[src/rtl/mdk_pkg.sv]
// ----------------------------------------------------------------------------
// mdk_pkg: shared types and constants for the md5 counter keystream block
// md5 round constants, rotate amounts, message word order and the queue entry
// ----------------------------------------------------------------------------
package mdk_pkg;

  localparam int unsigned DataW  = 64;
  localparam int unsigned CntW   = 5;
  localparam int unsigned NumRnd = 64;
  localparam int unsigned RndW   = 6;
  localparam int unsigned NumSeed = 4;
  localparam int unsigned IdxW   = 2;
  localparam int unsigned MaxBytes = 16;

  localparam logic [31:0] IvA = 32'h67452301;
  localparam logic [31:0] IvB = 32'hefcdab89;
  localparam logic [31:0] IvC = 32'h98badcfe;
  localparam logic [31:0] IvD = 32'h10325476;

  // request held between front and back
  typedef struct packed {
    logic [255:0]      counter;
    logic [DataW-1:0]  data_low;
    logic [DataW-1:0]  data_high;
    logic [4:0]        nbytes;
  } job_t;

  typedef struct packed {
    logic [DataW-1:0] out_low;
    logic [DataW-1:0] out_high;
  } res_t;

  function automatic logic [31:0] round_k(input logic [RndW-1:0] i);
    logic [31:0] k;
    case (i)
      6'd0: k = 32'hd76aa478; 6'd1: k = 32'he8c7b756; 6'd2: k = 32'h242070db;
      6'd3: k = 32'hc1bdceee; 6'd4: k = 32'hf57c0faf; 6'd5: k = 32'h4787c62a;
      6'd6: k = 32'ha8304613; 6'd7: k = 32'hfd469501; 6'd8: k = 32'h698098d8;
      6'd9: k = 32'h8b44f7af; 6'd10: k = 32'hffff5bb1; 6'd11: k = 32'h895cd7be;
      6'd12: k = 32'h6b901122; 6'd13: k = 32'hfd987193; 6'd14: k = 32'ha679438e;
      6'd15: k = 32'h49b40821; 6'd16: k = 32'hf61e2562; 6'd17: k = 32'hc040b340;
      6'd18: k = 32'h265e5a51; 6'd19: k = 32'he9b6c7aa; 6'd20: k = 32'hd62f105d;
      6'd21: k = 32'h02441453; 6'd22: k = 32'hd8a1e681; 6'd23: k = 32'he7d3fbc8;
      6'd24: k = 32'h21e1cde6; 6'd25: k = 32'hc33707d6; 6'd26: k = 32'hf4d50d87;
      6'd27: k = 32'h455a14ed; 6'd28: k = 32'ha9e3e905; 6'd29: k = 32'hfcefa3f8;
      6'd30: k = 32'h676f02d9; 6'd31: k = 32'h8d2a4c8a; 6'd32: k = 32'hfffa3942;
      6'd33: k = 32'h8771f681; 6'd34: k = 32'h6d9d6122; 6'd35: k = 32'hfde5380c;
      6'd36: k = 32'ha4beea44; 6'd37: k = 32'h4bdecfa9; 6'd38: k = 32'hf6bb4b60;
      6'd39: k = 32'hbebfbc70; 6'd40: k = 32'h289b7ec6; 6'd41: k = 32'heaa127fa;
      6'd42: k = 32'hd4ef3085; 6'd43: k = 32'h04881d05; 6'd44: k = 32'hd9d4d039;
      6'd45: k = 32'he6db99e5; 6'd46: k = 32'h1fa27cf8; 6'd47: k = 32'hc4ac5665;
      6'd48: k = 32'hf4292244; 6'd49: k = 32'h432aff97; 6'd50: k = 32'hab9423a7;
      6'd51: k = 32'hfc93a039; 6'd52: k = 32'h655b59c3; 6'd53: k = 32'h8f0ccc92;
      6'd54: k = 32'hffeff47d; 6'd55: k = 32'h85845dd1; 6'd56: k = 32'h6fa87e4f;
      6'd57: k = 32'hfe2ce6e0; 6'd58: k = 32'ha3014314; 6'd59: k = 32'h4e0811a1;
      6'd60: k = 32'hf7537e82; 6'd61: k = 32'hbd3af235; 6'd62: k = 32'h2ad7d2bb;
      default: k = 32'heb86d391;
    endcase
    return k;
  endfunction

  function automatic logic [4:0] round_rot(input logic [RndW-1:0] i);
    logic [4:0] r;
    case ({i[5:4], i[1:0]})
      4'b0000: r = 5'd7;  4'b0001: r = 5'd12; 4'b0010: r = 5'd17; 4'b0011: r = 5'd22;
      4'b0100: r = 5'd5;  4'b0101: r = 5'd9;  4'b0110: r = 5'd14; 4'b0111: r = 5'd20;
      4'b1000: r = 5'd4;  4'b1001: r = 5'd11; 4'b1010: r = 5'd16; 4'b1011: r = 5'd23;
      4'b1100: r = 5'd6;  4'b1101: r = 5'd10; 4'b1110: r = 5'd15;
      default: r = 5'd21;
    endcase
    return r;
  endfunction

  // message word index per round
  function automatic logic [3:0] round_g(input logic [RndW-1:0] i);
    logic [3:0] g;
    case (i[5:4])
      2'd0: g = i[3:0];
      2'd1: g = 4'(5 * i[3:0] + 1);
      2'd2: g = 4'(3 * i[3:0] + 5);
      default: g = 4'(7 * i[3:0]);
    endcase
    return g;
  endfunction

endpackage

[src/rtl/mdk_front.sv]
// ----------------------------------------------------------------------------
// mdk_front: seed registers and counter
// loads seeds, steps the 256-bit counter per request, hands the job onward
// ----------------------------------------------------------------------------
module mdk_front (
  input  logic                      clk_i,
  input  logic                      rst_ni,
  input  logic                      cfg_we_i,
  input  logic [mdk_pkg::IdxW:0]    cfg_idx_i,
  input  logic [63:0]               cfg_data_i,
  input  logic                      push_i,
  input  logic [63:0]               data_low_i,
  input  logic [63:0]               data_high_i,
  input  logic [4:0]                byte_count_i,
  output mdk_pkg::job_t             job_o
);

  logic [63:0] ctr_q [mdk_pkg::NumSeed];
  logic [255:0] cur, nxt;

  assign cur = {ctr_q[0], ctr_q[1], ctr_q[2], ctr_q[3]};
  assign nxt = cur + 256'd1;

  // counter update, seed write loads one word
  always_ff @(posedge clk_i or negedge rst_ni) begin
    if (!rst_ni) begin
      for (int i = 0; i < 4; i++) ctr_q[i] <= '0;
    end else if (cfg_we_i) begin
      if (!cfg_idx_i[mdk_pkg::IdxW]) ctr_q[cfg_idx_i[mdk_pkg::IdxW-1:0]] <= cfg_data_i;
    end else if (push_i) begin
      ctr_q[0] <= nxt[255:192];
      ctr_q[1] <= nxt[191:128];
      ctr_q[2] <= nxt[127:64];
      ctr_q[3] <= nxt[63:0];
    end
  end

  // classify byte count, saturating at sixteen
  always_comb begin
    job_o.counter   = nxt;
    job_o.data_low  = data_low_i;
    job_o.data_high = data_high_i;
    job_o.nbytes    = (byte_count_i > 5'(mdk_pkg::MaxBytes)) ? 5'(mdk_pkg::MaxBytes)
                                                            : byte_count_i;
  end

endmodule

[src/rtl/mdk_fifo.sv]
// ----------------------------------------------------------------------------
// mdk_fifo: small register queue
// two-entry first-in first-out store used between stages
// ----------------------------------------------------------------------------
module mdk_fifo #(
  parameter int unsigned Width = 8
) (
  input  logic             clk_i,
  input  logic             rst_ni,
  input  logic             wr_i,
  input  logic [Width-1:0] wdata_i,
  output logic             full_o,
  input  logic             rd_i,
  output logic [Width-1:0] rdata_o,
  output logic             empty_o
);

  logic [Width-1:0] mem_q [2];
  logic wp_q, rp_q;
  logic [1:0] cnt_q;

  assign full_o  = cnt_q == 2'd2;
  assign empty_o = cnt_q == 2'd0;
  assign rdata_o = mem_q[rp_q];

  // pointers and fill count
  always_ff @(posedge clk_i or negedge rst_ni) begin
    if (!rst_ni) begin
      wp_q  <= 1'b0;
      rp_q  <= 1'b0;
      cnt_q <= 2'd0;
    end else begin
      if (wr_i) wp_q <= ~wp_q;
      if (rd_i) rp_q <= ~rp_q;
      cnt_q <= cnt_q + 2'(wr_i) - 2'(rd_i);
    end
  end

  // storage
  always_ff @(posedge clk_i) begin
    if (wr_i) mem_q[wp_q] <= wdata_i;
  end

endmodule

[src/rtl/mdk_back.sv]
// ----------------------------------------------------------------------------
// mdk_back: iterative md5 core
// one round per cycle over the 32-byte counter message, then xor with data
// ----------------------------------------------------------------------------
module mdk_back (
  input  logic           clk_i,
  input  logic           rst_ni,
  input  logic           job_valid_i,
  input  mdk_pkg::job_t  job_i,
  output logic           job_take_o,
  output logic           res_valid_o,
  output mdk_pkg::res_t  res_o,
  input  logic           res_full_i
);

  logic              busy_q, done_q;
  logic [5:0]        rnd_q;
  logic [31:0]       a_q, b_q, c_q, d_q;
  logic [31:0]       m_q [8];
  logic [63:0]       dlo_q, dhi_q;
  logic [4:0]        nb_q;
  logic [31:0]       f, mg, sum, rot, nb_b;
  logic [3:0]        g;
  logic [4:0]        r;
  logic [127:0]      dig;
  logic [31:0]       ha, hb, hc, hd;

  // message word, counter bytes are big-endian into little-endian words
  always_comb begin
    g = mdk_pkg::round_g(rnd_q);
    case (g)
      4'd8:  mg = 32'h0000_0080;
      4'd14: mg = 32'h0000_0100;
      default: mg = g[3] ? 32'h0 : m_q[g[2:0]];
    endcase
  end

  // one md5 round
  always_comb begin
    case (rnd_q[5:4])
      2'd0: f = (b_q & c_q) | (~b_q & d_q);
      2'd1: f = (d_q & b_q) | (~d_q & c_q);
      2'd2: f = b_q ^ c_q ^ d_q;
      default: f = c_q ^ (b_q | ~d_q);
    endcase
    r    = mdk_pkg::round_rot(rnd_q);
    sum  = a_q + f + mdk_pkg::round_k(rnd_q) + mg;
    rot  = (sum << r) | (sum >> (6'd32 - {1'b0, r}));
    nb_b = b_q + rot;
  end

  assign job_take_o  = !busy_q && !done_q && job_valid_i;
  assign res_valid_o = done_q && !res_full_i;

  // round sequencer
  always_ff @(posedge clk_i or negedge rst_ni) begin
    if (!rst_ni) begin
      busy_q <= 1'b0;
      done_q <= 1'b0;
      rnd_q  <= '0;
    end else if (job_take_o) begin
      busy_q <= 1'b1;
      rnd_q  <= '0;
    end else if (busy_q) begin
      rnd_q <= rnd_q + 6'd1;
      if (rnd_q == 6'(mdk_pkg::NumRnd - 1)) begin
        busy_q <= 1'b0;
        done_q <= 1'b1;
      end
    end else if (res_valid_o) begin
      done_q <= 1'b0;
    end
  end

  // working registers
  always_ff @(posedge clk_i) begin
    if (job_take_o) begin
      a_q <= mdk_pkg::IvA; b_q <= mdk_pkg::IvB;
      c_q <= mdk_pkg::IvC; d_q <= mdk_pkg::IvD;
      for (int i = 0; i < 8; i++) begin
        m_q[i] <= {job_i.counter[255-32*i-24 -: 8], job_i.counter[255-32*i-16 -: 8],
                   job_i.counter[255-32*i-8 -: 8], job_i.counter[255-32*i -: 8]};
      end
      dlo_q <= job_i.data_low;
      dhi_q <= job_i.data_high;
      nb_q  <= job_i.nbytes;
    end else if (busy_q) begin
      a_q <= d_q; d_q <= c_q; c_q <= b_q; b_q <= nb_b;
    end
  end

  // final add and masked xor
  always_comb begin
    ha  = a_q + mdk_pkg::IvA;
    hb  = b_q + mdk_pkg::IvB;
    hc  = c_q + mdk_pkg::IvC;
    hd  = d_q + mdk_pkg::IvD;
    dig = {hd, hc, hb, ha};
    for (int i = 0; i < 16; i++) begin
      if (5'(i) < nb_q) dig[8*i +: 8] = dig[8*i +: 8] ^
        (i < 8 ? dlo_q[8*(i%8) +: 8] : dhi_q[8*(i%8) +: 8]);
    end
    res_o.out_low  = dig[63:0];
    res_o.out_high = dig[127:64];
  end

endmodule

[src/rtl/md5_counter_keystream_xor.sv]
// ----------------------------------------------------------------------------
// md5_counter_keystream_xor: md5 counter-mode keystream with data xor
// front counter stage, job queue, iterative md5 core, result queue
// ----------------------------------------------------------------------------
// Each request steps a 256-bit counter and gets one result: md5 of the counter
// bytes xored with the first byte_count data bytes. The md5 core runs one round
// per cycle. An accepted request waits in the job queue, is loaded into the
// core, runs the 64 rounds, and its result is then handed to the output queue.
// The core takes no new request until it has handed off the last result (load,
// 64 rounds, hand-off), and a full output queue holds that hand-off. The job
// queue accepts two requests back to back while the core is busy.
// Seed writes load the matching counter word and must happen while idle.
module md5_counter_keystream_xor (
  input  logic        clk_i,
  input  logic        rst_ni,
  input  logic        cfg_we_i,
  input  logic [2:0]  cfg_idx_i,
  input  logic [63:0] cfg_data_i,
  input  logic        push,
  output logic        full,
  input  logic [63:0] data_low_i,
  input  logic [63:0] data_high_i,
  input  logic [4:0]  byte_count_i,
  output logic        empty,
  input  logic        pop,
  output logic [63:0] out_low_o,
  output logic [63:0] out_high_o
);

  mdk_pkg::job_t job, qjob;
  mdk_pkg::res_t res, qres;
  logic jempty, take, rvalid, rfull, acc;

  assign acc = push && !full;

  mdk_front u_front (
    .clk_i, .rst_ni, .cfg_we_i, .cfg_idx_i, .cfg_data_i,
    .push_i(acc), .data_low_i, .data_high_i, .byte_count_i, .job_o(job)
  );

  mdk_fifo #(.Width($bits(mdk_pkg::job_t))) u_jobq (
    .clk_i, .rst_ni, .wr_i(acc), .wdata_i(job), .full_o(full),
    .rd_i(take), .rdata_o(qjob), .empty_o(jempty)
  );

  mdk_back u_back (
    .clk_i, .rst_ni, .job_valid_i(!jempty), .job_i(qjob), .job_take_o(take),
    .res_valid_o(rvalid), .res_o(res), .res_full_i(rfull)
  );

  mdk_fifo #(.Width($bits(mdk_pkg::res_t))) u_resq (
    .clk_i, .rst_ni, .wr_i(rvalid), .wdata_i(res), .full_o(rfull),
    .rd_i(pop && !empty), .rdata_o(qres), .empty_o(empty)
  );

  assign out_low_o  = qres.out_low;
  assign out_high_o = qres.out_high;

endmodule

[config.mk]
export PLATFORM = sky130hd
export DESIGN_NAME = md5_counter_keystream_xor
export DESIGN_NICKNAME = d
export VERILOG_FILES = /design/src/rtl/mdk_pkg.sv /design/src/rtl/mdk_front.sv /design/src/rtl/mdk_fifo.sv /design/src/rtl/mdk_back.sv /design/src/rtl/md5_counter_keystream_xor.sv
export SDC_FILE = /design/constraint.sdc
export NUM_CORES = 2
export LEC_CHECK = 0
export BUFFER_PORTS_ARGS = -buffer_cell sky130_fd_sc_hd__buf_2
export CAP_MARGIN = 10
export CORE_MARGIN = 8
export CORE_UTILIZATION = 60
export DETAILED_ROUTE_END_ITERATION = 10
export PLACE_DENSITY = 0.79
export SLEW_MARGIN = 20
export SYNTH_ARGS = -nofsm -noshare
export SYNTH_HDL_FRONTEND = slang
export SYNTH_SLANG_ARGS = --single-unit
[constraint.sdc]
create_clock -name clk_i -period 22.4 [get_ports clk_i]
set_input_delay 5.6 -clock clk_i [delete_from_list [all_inputs] [get_ports clk_i]]
set_output_delay 5.6 -clock clk_i [all_outputs]
set_load 0.005 [all_outputs]
==> metrics.csv <==
metric,value,unit
crit_slowest_cell,mux4_4,
synth_largest_area_cell,edfxtp_1,
tightest_slew,1.16,ns
syn2layout_area_growth,10.3,%
place_inst,10050,
ant_nets,0,
worst_setup_path_start_kind,register,
wirelength,338000,um
yosys-top-cells-area,"edfxtp_1 46%, dfrtp_1 7.3%, mux2_2 6.4%, xnor2_1 4.3%, nand2_1 3.5%",
critPathArrivalTime,13.60,ns
crit_buf_inv,7,
fin_crit,12.86,ns
fp.coreArea,154000,um^2
min_period_over_period,57.4,%
cts_buffers,182,
path_clk_slew,0.07,ns
grt-busiest-layer,met2,
drc_errors,0,
netlist_area,92600,um^2
die_h,409,um
viasPerCell,6.70,
track_usage,39.1,%
drt_first_pass_iters,6,
holdBufCountCts,0,
gp_congestion,1.07,
synth-seq-cells,1823,
hold_viol,0,
gr-usage-met3,9.02,%
antenna_found_initial,19,
cap_violations,0,
yosysUniqueCellTypes,102,
clk_latency,0.87,ns
post_cts_buffers,0,
end_kind,register,
ys_seq_area_share,56.2,%
grt_use_met2,62.0,%
grt_max_degree,174,
ctsResizeCount,0,
tritoncts,done,
hp-class,register to register,
synth_warnings,0,
vias,69693,
htreeDepth,4,
outcome,"complete, no violations",
async_reset_ff_share,14.9,%
synth_cells,8088,
stdcell_count,10409,
layout_common_cells,"1423 x edfxtp_1, 854 x nand2_1, 529 x mux2_2",
critPathMaxFanout,40,
setup_viol,0,
cts.path.max_buffers,3,
rows,144,
drive_gt1_share,17.0,%
synth_edf_count,1423,
layout_commonest_cell,edfxtp_1,
cts.sinks,1823,
fmax,77.7,MHz
cts-root-buf,clkbuf_16,
syn-num-nets,8458,
use_met1,47.2,%
cpMostUsedCell,a21oi_1,
criticalPathCategory,register to register,
synth_top_area_share,46.1,%
critPathMaxStageDelay,0.90,ns
grt_pass1_vias,66766,
die-area,167000,um^2
finalCoreUtilization,66.5,%
grt_setup_unrepaired,false,
setup_tns,0,ns
slew_headroom,21.8,%
port_buffers,334,
fin_nets,8561,
overflow,0,
wl_per_cell,32.5,um
finClkSkew,0.0891,ns
post-dp-hpwl,243000,um
boundaryPins,335,
avgSynthCellArea,11.5,um^2
die_w,409,um
drt_iter0_drc,10238,
placed_cell_area,95900,um^2
synth_flop_cell,edfxtp_1,
final_area,102000,um^2
maxSlewViolCount,0,
crit_family,compound AO/OA/AOI/OAI gates,
start_util,60.3,%
cp.required,23.14,ns
grt_first_pass_wirelength,478000,um
[cell families after synthesis]
family	synth area share [%]
and+or+nand+nor	11.3
buffers and inverters	3.48
xor gates and xnor gates	6.19
muxes	8.70
DFF	56.2
AOI/OAI and AO/OA	11.3
adders and majority gates	2.76
[path summary, 6_finish.rpt]
path | from | end | slack, ns | cells after the start
setup / recovery | u_back.rnd_q[2]$_DFFE_PN0P_ | u_back.b_q[31]$_SDFFE_PP1P_ | 9.54 | 41
hold / removal | u_jobq.mem_q[1][35]$_DFFE_PP_ | u_back.dhi_q[30]$_DFFE_PP_ | 0.51 | 1
setup reg to reg | u_back.rnd_q[2]$_DFFE_PN0P_ | u_back.b_q[31]$_SDFFE_PP1P_ | 9.54 | 41
hold reg to reg | u_jobq.mem_q[1][35]$_DFFE_PP_ | u_back.dhi_q[30]$_DFFE_PP_ | 0.51 | 1
max in group asynchronous | rst_ni | u_front.ctr_q[5]$_DFFE_PN0P_ | 15.09 | 3
min in group asynchronous | rst_ni | u_front.ctr_q[169]$_DFFE_PN0P_ | 4.82 | 1
[state kept, by name (all words and copies together), names as in the netlist, 32 cells and up]
signal and flops:
u_back.a_q 32, u_back.b_q 32, u_back.c_q 32, u_back.d_q 32
u_back.dhi_q 64, u_back.dlo_q 64, u_back.m_q 256, u_front.ctr_q 256
u_jobq.mem_q 778, u_resq.mem_q 256
[worst register-to-register path, delay by kind of cell (launching register included)]
family,cells,cell delay [ns]
mux,3,1.52
xor+xnor,1,0.47
flops,1,0.32
buf+inv,7,1.48
compound gates,20,5.82
simple gates,4,0.67
fa+ha+maj,6,2.44
[cell type report]
| class | count | area, um^2 |
|---|---|---|
| clock buffer | 229 | 4800 |
| timing repair buffer | 449 | 2620 |
| multi-input combinational | 5435 | 37500 |
| fill | 11178 | 51500 |
| tap | 2044 | 2560 |
| inverter | 300 | 1140 |
| clock inverter | 114 | 1380 |
| antenna | 15 | 37.5 |
| sequential | 1823 | 52100 |
[layer usage]
| metal | vias up | wire length, um |
|---|---|---|
| met3 | 1024 | 33800 |
| met5 | - | 61 |
| met2 | 4474 | 156000 |
| li1 | 29777 | - |
| met1 | 34410 | 117000 |
| met4 | 8 | 30900 |
[cell usage after synthesis (20+ instances only)]
library cell  instances
nand2b_1             21
a311oi_1             20
edfxtp_1           1423
a221oi_1             34
a211oi_1             83
dfrtp_1             272
fa_1                 65
a22oi_1              64
o21a_1               54
nand4_1              74
o31ai_1              40
dfxtp_1             128
xnor2_1             452
o21ai_0             445
nand3_1             230
mux2i_1              91
xor2_1              200
o22a_1               26
nor4_1               44
mux4_2               53
and4_1               29
buf_1                52
a221o_1              21
nor3_1              143
ha_1                100
nor2b_1              47
and2_1               55
nand2_1             854
inv_1               295
and3_1               99
nor2_1              517
clkbuf_1            462
mux2_2              529
o211ai_1             42
a21oi_1             508
or3_1                25
o22ai_1              57
a21o_1               46
a31oi_1             120
[metrics by stage]
step	worst slack (ns)	hold slack, ns
2_1_floorplan	6.04	0.460
3_3_place_gp	9.92	0.483
3_5_place_dp	9.74	0.504
4_1_cts	9.64	0.507
5_1_grt	8.72	0.530
6_report	9.54	0.506
Power is not shown: default switching activity piles up to over one toggle a cycle in this logic, so the estimate is an artifact.
